===== config.mk =====
export PLATFORM = sky130hd
export DESIGN_NAME = ames_row_mem
export DESIGN_NICKNAME = d
export VERILOG_FILES = /design/src/rtl/ames_pkg.sv /design/src/rtl/ames_row_mem.sv
export SDC_FILE = /design/constraint.sdc
export NUM_CORES = 2
export LEC_CHECK = 0
export BUFFER_PORTS_ARGS = -buffer_cell sky130_fd_sc_hd__buf_2
export CAP_MARGIN = 20
export CELL_PAD_IN_SITES_DETAIL_PLACEMENT = 1
export CELL_PAD_IN_SITES_GLOBAL_PLACEMENT = 1
export CORE_UTILIZATION = 35
export CTS_CLUSTER_SIZE = 40
export DETAILED_ROUTE_END_ITERATION = 12
export PLACE_DENSITY = 0.56
export SYNTH_ARGS = -nofsm -noshare
export SYNTH_HDL_FRONTEND = slang
export SYNTH_SLANG_ARGS = --single-unit

===== constraint.sdc =====
create_clock -name clk -period 8.9 [get_ports clk]
set_input_delay 1.78 -clock clk [delete_from_list [all_inputs] [get_ports clk]]
set_output_delay 1.78 -clock clk [all_outputs]
set_load 0.03 [all_outputs]

===== src/rtl/ames_pkg.sv =====
// Package for the adjacency matrix edge store.
// Holds the word types, operation and status codes and matrix sizes.
// No dependencies.
`default_nettype none

package ames_pkg;

  // Matrix geometry and field widths
  localparam int MAX_VERTICES = 64;
  localparam int VTX_W        = 6;
  localparam int VCNT_W       = 7;
  localparam int COUNT_W      = 13;

  // Configuration register indexes
  localparam logic REG_VERTEX_COUNT = 1'b0;
  localparam logic REG_DIRECTED     = 1'b1;

  // Operation codes
  localparam logic [1:0] OP_ADD    = 2'd0;
  localparam logic [1:0] OP_REMOVE = 2'd1;
  localparam logic [1:0] OP_QUERY  = 2'd2;
  localparam logic [1:0] OP_CLEAR  = 2'd3;

  // Status codes
  localparam logic [1:0] ST_OK    = 2'd0;
  localparam logic [1:0] ST_FULL  = 2'd1;
  localparam logic [1:0] ST_EMPTY = 2'd2;
  localparam logic [1:0] ST_RANGE = 2'd3;

  typedef logic [MAX_VERTICES-1:0] row_t;
  typedef logic [VTX_W-1:0]        vtx_t;

  // Input word
  typedef struct packed {
    logic [1:0] op;
    vtx_t       from_vertex;
    vtx_t       to_vertex;
  } edge_op_t;

  // Result word
  typedef struct packed {
    logic [1:0]         status;
    logic               connected;
    logic [COUNT_W-1:0] edge_total;
  } edge_result_t;

  // Row write request towards the row store
  typedef struct packed {
    logic en;
    vtx_t addr;
    row_t row;
  } row_wr_t;

endpackage

`default_nettype wire


===== src/rtl/ames_row_mem.sv =====
// Row store of the edge matrix: one row of bits per source vertex.
// Depends on ames_pkg. Rows carry valid bits so a clear needs no sweep,
// and a row written in the same cycle as it is read is forwarded.
`default_nettype none

module ames_row_mem (
  input  wire                     clk,
  input  wire                     rst,
  input  wire                     rd_en,
  input  wire ames_pkg::vtx_t     rd_addr,
  input  wire ames_pkg::row_wr_t  wr,
  input  wire                     clear_all,
  output ames_pkg::row_t          rd_row
);
  import ames_pkg::*;

  row_t                   mem [MAX_VERTICES];
  row_t                   rd_q;
  vtx_t                   rd_addr_q;
  logic                   fwd;
  row_t                   fwd_row;
  logic [MAX_VERTICES-1:0] row_valid;

  // Memory write and registered read
  always_ff @(posedge clk) begin
    if (wr.en) begin
      mem[wr.addr] <= wr.row;
    end
    if (rd_en) begin
      rd_q      <= mem[rd_addr];
      rd_addr_q <= rd_addr;
      fwd_row   <= wr.row;
    end
  end

  // Forward flag: the row read was being written at the same edge.
  always_ff @(posedge clk) begin
    if (rst) begin
      fwd <= 1'b0;
    end else if (rd_en) begin
      fwd <= wr.en && (wr.addr == rd_addr);
    end
  end

  // Row valid bits; a row that is not valid reads as all zero.
  always_ff @(posedge clk) begin
    if (rst || clear_all) begin
      row_valid <= '0;
    end else if (wr.en) begin
      row_valid[wr.addr] <= 1'b1;
    end
  end

  assign rd_row = fwd ? fwd_row : (row_valid[rd_addr_q] ? rd_q : '0);

endmodule

`default_nettype wire


Word level (Yosys, flattened, before mapping)
Memory sizes are Yosys's and may differ from the RTL's. A register that Yosys moved wholly into a read port is not among the register bits.
Cells that the tools add are included.
{"block": "op_classes", "magnitude_cmp": 3, "n_eq_ne": 1, "n_mux": 8, "bitwise_logic": 1, "n_reduce_logical": 3}
{"op": "2-to-1 mux 64 bit", "count": 2}
{"op": "OR 64 bit", "count": 1}
{"op": "less-than comparator 6 x 7 -> 1 bit (second input constant)", "count": 2}
{"op": "binary-select mux 1 bit (select 6 bit)", "count": 1}
{"op": "demux 1 bit (select 6 bit)", "count": 1}
{"op": "== test 6 bit", "count": 1}
{"op": "greater-or-equal comparator 6 x 1 -> 1 bit (second input constant)", "count": 1}
{"op": "2-to-1 mux 1 bit", "count": 4}
{"op": "logical AND 1 bit", "count": 2}
{"op": "logical OR 1 bit", "count": 1}
{"block": "totals", "regBits": 135, "ram_bits": 4096, "inputBits": 81, "output_inout_bits": 64, "wordCells": 21, "mem_count": 1}
{"name": "mem", "words": 64, "width": 64, "read_ports": 1, "rd_clocked_by_memory_dff": 1, "write_ports": 1, "line": "ames_row_mem.sv:17", "text": "row_t mem [MAX_VERTICES];"}

Longest topological paths before layout
{"block": "logic_depth", "word_depth": 5, "depth_mapped": 9, "depth_no_buf": 5}

Least setup slack after synthesis
Ideal clock, no wire load.
{"block": "synth_path", "kind": "input to register", "startpoint": "input port wr[68] in the netlist's numbering", "endpoint": "memory mem[48][0] in the netlist's numbering (enable)", "setup_time_ns": 0.567, "arrival_time_ns": 6.777, "t_required_ns": 8.333, "path_slack_ns": 1.556, "cell_stages": 4, "n_path_buf": 1, "path_cell_list": "clkbuf_1 > nor2b_1 > nand3_1 > nor3_1"}
{"item": "from (decl)", "line": "ames_row_mem.sv:11", "text": "input wire ames_pkg::row_wr_t wr,"}
{"item": "to (decl)", "line": "ames_row_mem.sv:17"}
No word-level cell before the write port.

Worst setup path in the final report
{"block": "layout_path", "startpoint": "register rd_addr_q[1]", "endpoint": "output port rd_row[48]"}
{"block": "layout_between", "elab_chain_len": 4}
{"item": "from (decl)", "line": "ames_row_mem.sv:19", "text": "vtx_t rd_addr_q;"}
{"item": "from (signal assigned)", "line": "ames_row_mem.sv:31", "text": "rd_addr_q <= rd_addr;"}
{"item": "binary-select mux 1 bit (select 6 bit)", "line": "ames_row_mem.sv:54", "text": "assign rd_row = fwd ? fwd_row : (row_valid[rd_addr_q] ? rd_q : '0);"}
{"item": "2-to-1 mux 1 bit (not written as such)", "line": "ames_row_mem.sv:54"}
{"item": "2-to-1 mux 64 bit (2 in a row)", "line": "ames_row_mem.sv:54"}
{"item": "to (decl)", "line": "ames_row_mem.sv:13", "text": "output ames_pkg::row_t rd_row"}
No other way between the ends. The select of a mux whose other input is x is not followed.

==> impl_summary.txt <==
----------------------------------------------------
[Final layout]
  Relative area change from synthesis to final layout ... 15.42%
  Final non-filler cell area ... 0.1881 mm^2
  Finished Core Util ... 0.4058
  Final Net Count ... 7147
  Share of post-route cells with drive strength above 1 ... 0.3199

[Timing]
  Final Hold Vio Count ... 0
  Transition time at the pin with the least slew margin ... 1.153 ns
  Time the worst path needs with I/O delays and setup ... 6.423 ns
  Max Clock Skew ... 0.05568 ns
  Unrepaired setup endpoints after global routing ... no
  Max_slew headroom ... 0.2293
  Fraction of the cycle the final worst path needs ... 0.7217
  Final Slew Violations ... 0
  Setup Viol. Count Final ... 0
  Total Negative Setup Slacks ... 0 ns
  Top achievable clock speed ... 155.7 MHz

[Synth]
  Average footprint of a synthesized cell ... 24.70 um^2
  Largest family of logic cells by synthesized area ... multiplexers
  Proportion of synthesized area in mux cells ... 0.1796
  Fraction of registers with async set or reset after synthesis ... 0
  Sequential fraction of the synthesis area ... 0.7874
  Simple-gate share of the synthesized area ... 0.01019
  Count of warnings emitted by yosys ... 0
  Synthesized net count ... 6679
  Post-synth EDFFs ... 4230
  Compound-gate portion of the synthesized area ... 0.01256
  Cell count after synthesis ... 6598
  #FFs+latches synth ... 4295
  Synthesized-area fraction occupied by adder cells ... 0
  Most common flop cell mapped by yosys ... sky130_fd_sc_hd__edfxtp_1
  Netlist Area Pre-Place ... 0.1630 mm^2
  Synth unique cells ... 27
  Area share of xor/xnor cells in the synthesized design ... 0.0003224

[Clock tree]
  Resized cells post-CTS ... 0
  Total setup buffers inserted after CTS ... 0
  Hold Buf Count CTS ... 0
  Maximum level of the CTS H-tree ... 5
  Clock Root Buffer ... sky130_fd_sc_hd__clkbuf_16
  Longest Clk Path Bufs ... 4
  Clock insertion delay at the later pin of the skew report ... 0.99 ns
  Clock Sinks ... 4295
  CTS tree ... yes
  Register clock-pin slew on the reported worst setup and hold paths ... 0.06 ns
  TritonCTS buffer count ... 445

[Routing]
  Number of DRC violations after detailed routing ... 0
  Post-detailed-route count of antenna-violating nets ... 0
  Routed via count ... 76590
  First DRT Iteration DRCs ... 8818
  Average detailed-routed wire length per instance ... 36.51 um
  Post-detailed-routing wire length ... 497200 um
  1st-pass router iterations ... 5
  Detail-routed via count per cell ... 5.623

[Setup path]
  Logic depth of the worst register-to-register path ... 4
  Slowest library cell on the worst path ... sky130_fd_sc_hd__edfxtp_1
  Reg-to-reg critical path startpoint ... mem[63][54]$_DFFE_PP_
  Maximum fanout count along the critical path ... 40
  Longest individual stage delay on the worst path ... 0.94 ns
  Critical path capture point type ... output pin
  Type of the setup path with the least slack ... reg2out
  Required time of the critical path ... 7.12 ns
  Capture instance of the worst register-to-register path ... rd_q[54]$_DFFE_PP_
  Crit path cell chain ... mux4_2, mux2i_1, a221oi_4, buf_4, buf_16, a32oi_1, nand2_1, buf_2
  CP startpoint kind ... register
  Worst Path Arrival ... 4.64 ns
  Worst reg2reg setup slack ... 6.36 ns

[Die]
  Die area ... 0.4684 mm^2
  Starting utilization of the core area ... 0.3516
  Number of top-level pins ... 145
  Area of the core ... 0.4636 mm^2
  Number of core rows ... 250
  Die Y ... 684.4 um
  Die width ... 684.4 um

[Global routing]
  Gr usage total ... 0.2091
  Global-route wire length before repair ... 678300 um
  Initial antenna violation count ... 43
  Global route overflow ... 0
  Pin count of the biggest net entering global routing ... 128
  Vias in the first global route ... 80130

[Power and ir drop]
  Power per standard cell area ... 229.7 mW/mm^2
  Leakage Power ... 57.92 nW
  Peak supply drop ... 0.1864 mV
  Overall power after layout ... 0.04320 W

[Placed design]
  Gp weighted congestion ... 0.7322
  Quantity of I/O buffers inserted on ports ... 144
  Placement Cell Area ... 0.1729 mm^2
  Post-DP HPWL ... 250300 um

[Run status]
  Result of the run ... finished clean

[Run]
  Total of max-cap violations ... 0

[Min path]
  Worst hold path stage count ... 1
  Source of the worst hold timing path ... row_valid[20]$_SDFFE_PP0P_
  Min-Delay Endpoint ... row_valid[20]$_SDFFE_PP0P_
  Class of the worst hold path ... reg2reg

----------------------------------------------------
==> metal layers <==
| metal | GRT usage | share of wire |
|---|---|---|
| met1 | 0.2791 | 0.40 |
| met2 | 0.3598 | 0.50 |
| met3 | 0.03168 | 0.062 |
| met4 | 0.05208 | 0.028 |
| met5 | 0 | 0.00031 |
==> where the power goes <==
group	switching (W)	leakage (nW)	internal [W]
combinational	0.00135	12.3	0.000840
sequential	0.0000884	38.7	0.0224
clock	0.00789	6.97	0.0106
==> stage by stage <==
step / hold slack (ns) / worst slack [ns] / cells
after floorplan: 0.4354 / 1.556 / 6598
after global placement: 0.4426 / 3.303 / 12740
after detailed placement: 0.4482 / 3.428 / 12750
after CTS: 0.4623 / 2.481 / 13560
after global routing: 0.4862 / 2.411 / 13610
final: 0.4621 / 2.477 / 13620
==> cells by family (layout without fill, tap and decap cells) <==
logic type	Yosys count	count (layout)
AOI/OAI and AO/OA	260	260
xor gates and xnor gates	6	6
buffers and inverters	371	1203
DFF	4295	4295
muxes	1305	1305
other	0	16
and+or+nand+nor	361	361
==> critical path, delay by kind of cell, from the launching register on <==
family	cells	cell delay [ns]
flops	1	0.94
buf+inv	3	0.72
compound gates	2	0.63
mux	2	0.91
simple gates	1	0.18
==> synthesized netlist by cell type, types with 29 or more instances <==
library cell,n,area [um^2]
sky130_fd_sc_hd__nor2b_1,73,456.7
sky130_fd_sc_hd__buf_1,29,108.9
sky130_fd_sc_hd__a32oi_1,64,560.5
sky130_fd_sc_hd__buf_2,112,560.5
sky130_fd_sc_hd__o21a_1,64,480.5
sky130_fd_sc_hd__a22oi_1,130,975.9
sky130_fd_sc_hd__dfxtp_1,65,1301
sky130_fd_sc_hd__clkbuf_1,210,788.3
sky130_fd_sc_hd__edfxtp_1,4230,127000
sky130_fd_sc_hd__nand3_1,71,355.3
sky130_fd_sc_hd__nand2_1,136,510.5
sky130_fd_sc_hd__mux4_2,1296,29190
sky130_fd_sc_hd__nor2_1,66,247.7
==> state kept, by name, summed over array words and instances, names as in the netlist <==
| name | count |
|---|---|
| rd_addr_q | 6 |
| rd_q | 64 |
| fwd | 1 |
| mem | 4096 |
| row_valid | 64 |
| fwd_row | 64 |
==> final cells by class <==
cell class / count / area (um^2)
fillers: 42690 / 275500
flip-flops and latches: 4295 / 128300
multi-input cells: 1932 / 33570
clock buffers: 551 / 11680
well taps: 6174 / 7725
repair buffers: 391 / 4179
clock inverters: 260 / 2576
diodes: 16 / 40.04
inverters: 1 / 3.754
==> how the worst max path moves through the flow <==
stage                                      start                   end  slack (ns)  cells after the start
after floorplan                           wr[68]  mem[48][0]$_DFFE_PP_        1.56                      4
after global placement    rd_addr_q[1]$_DFFE_PP_            rd_row[46]        3.30                      7
after detailed placement              rd_addr[0]    rd_q[43]$_DFFE_PP_        3.43                      7
after CTS                 rd_addr_q[1]$_DFFE_PP_            rd_row[48]        2.48                      8
after global routing      rd_addr_q[1]$_DFFE_PP_            rd_row[48]        2.41                      8
final                     rd_addr_q[1]$_DFFE_PP_            rd_row[48]        2.48                      8
==> cell usage in the layout (no fill, tap or decap), types with 96 or more instances in the layout <==
cell                        Yosys  layout
sky130_fd_sc_hd__edfxtp_1    4230    4230
sky130_fd_sc_hd__clkbuf_1     210      99
sky130_fd_sc_hd__buf_2        112     139
sky130_fd_sc_hd__clkbuf_16      0     452
sky130_fd_sc_hd__clkinv_1       0      96
sky130_fd_sc_hd__buf_4         15     128
sky130_fd_sc_hd__nand2_1      136     136
sky130_fd_sc_hd__mux4_2      1296    1296
sky130_fd_sc_hd__buf_12         0     112
sky130_fd_sc_hd__a22oi_1      130     128
No activity file was read; power rests on OpenSTA's default activity.
